## src/rtl/core/cbts_pkg.sv

```systemverilog
// cbts_pkg: shared types and constants of the can bit-timing search
// no dependencies
`default_nettype none
package cbts_pkg;
  localparam int unsigned MaxPrescaler = 1024;
  localparam int unsigned PW = $clog2(MaxPrescaler + 1);
  localparam int unsigned MinTq = 8;
  localparam int unsigned MaxTq = 25;
  localparam int unsigned MaxSeg1 = 16;
  localparam int unsigned MaxSjw = 4;
  localparam int unsigned AccInv = 1000;
  localparam int unsigned NumW = 34;   // 2*clock fits in 33 bits
  localparam int unsigned DenW = 32;   // p*rate*2 < 2^31

  typedef enum logic [2:0] {
    ST_IDLE, ST_TRY, ST_DIV, ST_CHECK, ST_SEG, ST_OUT
  } state_e;

  typedef struct packed {
    logic [31:0] clock_hz;
    logic [9:0]  rate_khz;
    logic [3:0]  jump_width;
    logic [6:0]  sample_percent;
  } req_t;

  typedef struct packed {
    logic [25:0] timing_word;
    logic        found;
  } rsp_t;
endpackage
`default_nettype wire

```

## src/rtl/core/cbts_if.sv

```systemverilog
// cbts_if: valid/ready channels carrying the request and response payloads
// depends on cbts_pkg for payload types
`default_nettype none
interface cbts_req_if;
  logic valid;
  logic ready;
  cbts_pkg::req_t data;
  modport source (output valid, output data, input ready);
  modport sink (input valid, input data, output ready);
endinterface

interface cbts_rsp_if;
  logic valid;
  logic ready;
  cbts_pkg::rsp_t data;
  modport source (output valid, output data, input ready);
  modport sink (input valid, input data, output ready);
endinterface
`default_nettype wire

```

## src/rtl/core/can_bit_timing_search.sv

```systemverilog
// can_bit_timing_search: top level of the can bit-timing search
// depends on cbts_pkg, cbts_if, cbts_div
//
// usage: one request on req (clock in hz, bitrate in khz, jump width, sample
// point percent) gives one response on rsp (timing word, found flag).
// prescalers 1..1024 are tried in order; each try runs a serial division of
// 2*clock+p*rate by 2*p*rate in the single divider, then an accuracy check
// when the count is in range and a segment step when that check passes.
// a zero bitrate is answered without any trial; a new request is taken in the
// cycle after the response has left.
// req.ready is high only while idle; one request is worked at a time.
// the response waits in an output register until rsp.ready is high, and no
// new request is taken until it has been delivered.
// reset returns the sequencer to idle and drops rsp.valid.
`default_nettype none
module can_bit_timing_search (
  input  wire logic clk_i,
  input  wire logic rst_ni,
  cbts_req_if.sink   req,
  cbts_rsp_if.source rsp
);
  import cbts_pkg::*;

  state_e state_q, state_d;
  req_t   req_q;
  logic [PW-1:0]  p_q, p_d;
  logic [DenW-1:0] pb_q, pb_d;      // p*rate
  logic [DenW-1:0] rate;
  logic [NumW-1:0] quo;
  logic [4:0]  r_q, r_d;
  logic [2:0]  sjw;
  rsp_t out_q, out_d;
  logic div_done;
  logic restart_q;
  logic [NumW-1:0] num;
  // accuracy check
  logic [41:0] prod, diff;
  logic [51:0] diff_k;
  // segment math
  logic [12:0] segnum;
  logic [5:0]  s1p;      // seg1+1
  logic signed [7:0] seg1, seg2;
  logic ok;

  assign rate = DenW'(req_q.rate_khz) * DenW'(AccInv);
  assign num = {1'b0, req_q.clock_hz, 1'b0} + NumW'(pb_q);

  // the divider is kicked in the cycle in which pb first holds its loaded or moved-on value
  cbts_div u_div (
    .clk_i, .rst_ni,
    .start_i(restart_q),
    .num_i(num),
    .den_i({pb_q[DenW-2:0], 1'b0}),
    .done_o(div_done),
    .quo_o(quo)
  );

  always_comb begin
    sjw = (req_q.jump_width > 4'(MaxSjw)) ? 3'(MaxSjw)
        : (req_q.jump_width == 4'd0) ? 3'd1 : req_q.jump_width[2:0];
    prod = 42'(r_q) * 42'(pb_q);
    diff = (prod >= 42'(req_q.clock_hz)) ? prod - 42'(req_q.clock_hz)
                                         : 42'(req_q.clock_hz) - prod;
    diff_k = 52'(diff) * 52'(AccInv);
    // r*sp/100 rounded half up, via (2*r*sp+100)/200 with a small reciprocal
    segnum = 13'(r_q) * 13'(req_q.sample_percent);
    s1p = 6'(((32'(segnum) * 2 + 100) * 32'd20972) >> 22);
    seg1 = 8'(s1p) - 8'sd1;
    seg2 = 8'(r_q) - 8'sd1 - seg1;
    ok = (7'(s1p) * 2 >= 7'(r_q)) && (seg1 <= 8'(MaxSeg1)) && (seg2 >= 8'sd1);
  end

  // next state
  always_comb begin
    state_d = state_q;
    case (state_q)
      ST_IDLE: if (req.valid) state_d = ST_TRY;
      ST_TRY: state_d = (rate == '0) ? ST_OUT : ST_DIV;
      ST_DIV: if (div_done) begin
        if (quo < NumW'(MinTq)) state_d = ST_OUT;
        else if (quo > NumW'(MaxTq)) state_d = (p_q == PW'(MaxPrescaler)) ? ST_OUT : ST_DIV;
        else state_d = ST_CHECK;
      end
      ST_CHECK: if (diff_k >= 52'(pb_q))
        state_d = (p_q == PW'(MaxPrescaler)) ? ST_OUT : ST_DIV;
        else state_d = ST_SEG;
      ST_SEG: state_d = (ok || p_q == PW'(MaxPrescaler)) ? ST_OUT : ST_DIV;
      ST_OUT: if (rsp.ready) state_d = ST_IDLE;
      default: state_d = ST_IDLE;
    endcase
  end

  // datapath and outputs
  always_comb begin
    p_d = p_q;
    pb_d = pb_q;
    r_d = r_q;
    out_d = out_q;
    case (state_q)
      ST_IDLE: out_d = '0;
      ST_TRY: begin
        p_d = PW'(1);
        pb_d = rate;
      end
      ST_DIV: if (div_done) begin
        r_d = 5'(quo);
        if (quo > NumW'(MaxTq) && p_q != PW'(MaxPrescaler)) begin
          p_d = p_q + 1'b1;
          pb_d = pb_q + rate;
        end
      end
      ST_CHECK: if (diff_k >= 52'(pb_q) && p_q != PW'(MaxPrescaler)) begin
        p_d = p_q + 1'b1;
        pb_d = pb_q + rate;
      end
      ST_SEG: if (ok) begin
        out_d.found = 1'b1;
        out_d.timing_word = {2'(sjw - 3'd1), 4'(seg2 - 8'sd1), 4'(seg1 - 8'sd1),
                             6'd0, 10'(p_q - 1'b1)};
      end else if (p_q != PW'(MaxPrescaler)) begin
        p_d = p_q + 1'b1;
        pb_d = pb_q + rate;
      end
      default: ;
    endcase
  end

  // register the state, and restart the divider whenever a new prescaler is loaded
  always_ff @(posedge clk_i or negedge rst_ni) begin
    if (!rst_ni) begin
      state_q <= ST_IDLE;
      restart_q <= 1'b0;
    end else begin
      state_q <= state_d;
      restart_q <= (state_d == ST_DIV) && (state_q != ST_DIV || div_done);
    end
  end

  always_ff @(posedge clk_i) begin
    if (state_q == ST_IDLE && req.valid) req_q <= req.data;
    p_q <= p_d;
    pb_q <= pb_d;
    r_q <= r_d;
    out_q <= out_d;
  end

  assign req.ready = (state_q == ST_IDLE);
  assign rsp.valid = (state_q == ST_OUT);
  assign rsp.data = out_q;
endmodule
`default_nettype wire

```

## src/rtl/core/cbts_div.sv

```systemverilog
// cbts_div: radix-2 restoring divider, one quotient bit per cycle
// depends on cbts_pkg
`default_nettype none
module cbts_div (
  input  wire logic clk_i,
  input  wire logic rst_ni,
  input  wire logic start_i,
  input  wire logic [cbts_pkg::NumW-1:0] num_i,
  input  wire logic [cbts_pkg::DenW-1:0] den_i,
  output logic done_o,
  output logic [cbts_pkg::NumW-1:0] quo_o
);
  import cbts_pkg::*;
  localparam int unsigned CW = $clog2(NumW + 1);
  logic [NumW-1:0] quo_q, quo_d;
  logic [DenW:0]   rem_q, rem_d;
  logic [DenW-1:0] den_q;
  logic [CW-1:0]   cnt_q, cnt_d;
  logic            busy_q, busy_d;
  logic [DenW:0]   trial;

  always_comb begin
    quo_d = quo_q;
    rem_d = rem_q;
    cnt_d = cnt_q;
    busy_d = busy_q;
    trial = {rem_q[DenW-1:0], quo_q[NumW-1]};
    if (start_i) begin
      quo_d = num_i;
      rem_d = '0;
      cnt_d = CW'(NumW);
      busy_d = 1'b1;
    end else if (busy_q) begin
      if (trial >= {1'b0, den_q}) begin
        rem_d = trial - {1'b0, den_q};
        quo_d = {quo_q[NumW-2:0], 1'b1};
      end else begin
        rem_d = trial;
        quo_d = {quo_q[NumW-2:0], 1'b0};
      end
      cnt_d = cnt_q - 1'b1;
      if (cnt_q == CW'(1)) busy_d = 1'b0;
    end
  end

  always_ff @(posedge clk_i or negedge rst_ni) begin
    if (!rst_ni) begin
      busy_q <= 1'b0;
      cnt_q <= '0;
    end else begin
      busy_q <= busy_d;
      cnt_q <= cnt_d;
    end
  end

  always_ff @(posedge clk_i) begin
    quo_q <= quo_d;
    rem_q <= rem_d;
    if (start_i) den_q <= den_i;
  end

  assign done_o = busy_q && (cnt_q == CW'(1));
  assign quo_o = quo_d;
endmodule
`default_nettype wire
```

## src/flat_wrapper.sv

```systemverilog
// flat-port wrapper written by rule: the top's interface ports become plain ports
module can_bit_timing_search_flat import cbts_pkg::*;
  (clk_i, rst_ni, req_valid, req_data, req_ready, rsp_valid, rsp_data, rsp_ready);
  cbts_req_if req_i ();
  cbts_rsp_if rsp_i ();
  input  wire logic clk_i;
  input  wire logic rst_ni;
  input wire logic [$bits(req_i.valid)-1:0] req_valid;
  input wire logic [$bits(req_i.data)-1:0] req_data;
  output wire logic [$bits(req_i.ready)-1:0] req_ready;
  output wire logic [$bits(rsp_i.valid)-1:0] rsp_valid;
  output wire logic [$bits(rsp_i.data)-1:0] rsp_data;
  input wire logic [$bits(rsp_i.ready)-1:0] rsp_ready;
  assign req_i.valid = req_valid;
  assign req_i.data = req_data;
  assign req_ready = req_i.ready;
  assign rsp_valid = rsp_i.valid;
  assign rsp_data = rsp_i.data;
  assign rsp_i.ready = rsp_ready;
  can_bit_timing_search u_core (.clk_i(clk_i), .rst_ni(rst_ni), .req(req_i), .rsp(rsp_i));
endmodule
```

## config.mk

```make
export PLATFORM = sky130hd
export DESIGN_NAME = can_bit_timing_search_flat
export DESIGN_NICKNAME = d
export VERILOG_FILES = /design/src/rtl/core/cbts_pkg.sv /design/src/rtl/core/cbts_if.sv /design/src/rtl/core/can_bit_timing_search.sv /design/src/rtl/core/cbts_div.sv /design/src/flat_wrapper.sv
export SDC_FILE = /design/constraint.sdc
export NUM_CORES = 2
export LEC_CHECK = 0
export BUFFER_PORTS_ARGS = -buffer_cell sky130_fd_sc_hd__buf_2
export CAP_MARGIN = 20
export CORE_ASPECT_RATIO = 1.1
export CORE_UTILIZATION = 66
export DETAILED_ROUTE_END_ITERATION = 10
export HOLD_SLACK_MARGIN = 0.02
export PLACE_DENSITY = 0.84
export SYNTH_ARGS = -nofsm -noshare
export SYNTH_HDL_FRONTEND = slang
export SYNTH_SLANG_ARGS = --single-unit
```

## constraint.sdc

```tcl
create_clock -name clk_i -period 24.2 [get_ports clk_i]
set_input_delay 0 -clock clk_i [delete_from_list [all_inputs] [get_ports clk_i]]
set_output_delay 0 -clock clk_i [all_outputs]
set_load 0.02 [all_outputs]
```

==> impl_results.md <==
- Status: complete, no violations
- Worst hold path type: in2reg
- Clock Latency Late Sink: roughly 0.56 ns
- Post-CTS setup buffer count: 0
- Fraction of layout cells with a size suffix above 1: 0.0488
- Number of H-tree levels: 1
- TritonRoute pass-1 iters: 6
- Largest net degree at the start of global routing: 81
- Number of buffers created by CTS: 25
- IO Count: 86
- Initial antenna violation count: 1
- Die height: between 200 and 250 um
- Core footprint: about 52,000 sq um
- Buf/Inv on CP: 7
- Final #Nets: a little under 5k
- Setup TNS: 0 ns
- Max Cap Viol: 0
- Slowest CP cell: clkinv_1
- Setup Viol. Count Final: 0
- Commonest non-fill, non-tap cell in the layout: inv_1
- Unrepaired setup endpoints after global routing: no
- Avg Inst Size Synth: approximately 8.7 sq um
- Clk buf depth: 3
- Chip width: 221 um
- Req. time, crit path: about 24 ns
- Clock transition at path regs: 0.07 ns
- Ys Warns: 0
- CTS root buf: clkbuf_16
- HP Start: rsp_ready
- Crit path time final: 16.87 ns
- Endpoint, Worst Hold: u_core.state_q[0]
- Sink Count: 224
- Normalized max-slew margin: 0.302
- Post-CTS resize count: 0
- Post-synth cell types: about 100
- Most frequent cell on the critical path: fa_1
- Hold path cells: 6
- Vias in the first global route: about 29k
- Max-slew violations: 0
- Worst R2R Setup Slack: between 7 and 8 ns
- Row count: about 90
- R2r endpoint: u_core.pb_q[6]
- Final Skew: about 0.0083 ns
- Ys flop type: edfxtp_1
- Final routed DRC violation total: 0
- CTS tree: yes
- Final period util: 0.697
- Hold Violations, Final: 0
- Number of synthesized flops with an enable pin: about 150
- First-pass GRT wire length: 146,000 um
- N_diodes: 0
- Iteration-0 DRC Markers: about 2.5k
- Total die area: 53,900 sq um
- Post-detailed-route count of antenna-violating nets: 0
- Worst R2R Path Depth: between 50 and 60
- Mapped cell area: between 30,000 and 40,000 sq um
- Critical path type: reg2reg
- Total gr overflow: 0
- Routability cong.: between 1 and 1.5
- Crit-path leading delay family: compound AO/OA/AOI/OAI gates
- GR Util All Layers: 0.337
- Most frequent cells in the layout: inv_1, ha_1, nor2_1, fa_1, a21oi_1
- CP Capture Type: flip-flop
- Hold_buf cts: 56
- Reg-to-Reg Start: u_core.r_q[2]
- Total Wirelength: between 80,000 and 90,000 um
- Register area share after synthesis: 0.172
- Vias post-DR: just under 30k
- CP peak stage delay: around 0.82 ns
- Fmax: 59.3 MHz
- Synth Instances: approximately 4.0k
- Average wire per standard cell: roughly 19 um
- DP HPWL: ~73,000 um
- Vias per cell: 6.02
- WP data arrival: between 15 and 20 ns
- Area grow syn2layout: 6.67%
- Port buffer count: 79
- Synthesized flop and latch total: 224
- Worst slew pin tran: approximately 1.0 ns
- Starting Density: 0.667
- Ys async rst share: 0.0491
- Worst-path fanout max: 30
- Crit start category: flip-flop
-- worst max path at each step --
stage               slack, ns               to     startpoint  cells after the start
floorplan                8.46    u_core.p_q[0]  u_core.r_q[2]                     61
global placement         8.47   u_core.pb_q[3]  u_core.r_q[2]                     56
detailed placement       7.76   u_core.pb_q[4]  u_core.r_q[2]                     56
CTS                      7.72    u_core.p_q[4]  u_core.r_q[2]                     56
global route             6.41  u_core.pb_q[14]  u_core.r_q[2]                     56
finish                   7.33   u_core.pb_q[6]  u_core.r_q[2]                     54
-- state kept, by name (all words and copies together), names as in the netlist --
name,cells
u_core.u_div.busy_q,1
u_core.u_div.quo_q,34
u_core.pb_q,29
u_core.p_q,11
u_core.req_q,53
u_core.restart_q,1
u_core.rsp.data,21
u_core.state_q,3
u_core.r_q,5
u_core.u_div.cnt_q,6
u_core.u_div.den_q,28
u_core.u_div.rem_q,32
-- worst reg2reg max path, delay by kind of cell (launching register included) --
| kind | cells | cell delay, ns |
|---|---|---|
| XOR/XNOR | 3 | 1.15 |
| flip-flops | 1 | 0.77 |
| AND/OR/NAND/NOR | 13 | 2.87 |
| AO/OA/AOI/OAI | 19 | 4.99 |
| adder cells (fa/ha/maj) | 11 | 4.87 |
| multiplexers | 1 | 0.47 |
| buffers and inverters | 7 | 1.44 |
-- synth_stat cells, types with 87 or more instances --
cell type	n	area, sq um
edfxtp_1	147	4410
xnor2_1	144	1260
o21ai_0	166	831
nor2_1	352	1320
nand2_1	244	916
clkbuf_1	95	357
fa_1	323	6470
inv_1	670	2510
xor2_1	87	762
a21oi_1	252	1260
a21o_1	112	841
ha_1	467	5840
-- through the flow --
stage               std cells  hold slack [ns]  worst slack [ns]  instance area [sq um]  utilization
floorplan                4045           -0.296              8.46                  35000            -
global placement         4689           -0.112              8.47                  35900        0.684
detailed placement       4689           -0.115              7.76                  35900        0.684
CTS                      4791            0.110              7.72                  37300        0.711
global route             4793            0.142              6.41                  37300        0.712
finish                   4793            0.129              7.33                  37300        0.712
-- cells by family after synthesis --
family	after synthesis	share of synthesized area
compound gates	878	0.163
xor+xnor	235	0.0597
fa+ha+maj	791	0.352
buf+inv	797	0.0865
flops	224	0.172
mux	82	0.0241
other cells	1	0.000107
simple gates	1032	0.142
-- metal layers --
metal,wire [um],GRT usage,share of wire,vias up
met5,13,0,0.00014,-
met4,4010,0.137,0.045,2
met3,6080,0.0532,0.068,217
met2,41800,0.560,0.47,940
met1,37900,0.441,0.42,13800
li1,-,-,-,13900
-- layout make-up --
cell class / instances / area [sq um]
Multi-Input combinational cell: 3024 / 26000
Fill cell: 4031 / 15100
Sequential cell: 224 / 6020
Inverter: 676 / 2540
Timing Repair Buffer: 148 / 1080
Tap cell: 675 / 845
Clock buffer: 37 / 753
Clock inverter: 9 / 93.8
Power is left out: the tool's default activity adds up to more than one toggle a clock period on the data nets, which glitch-free logic cannot reach.
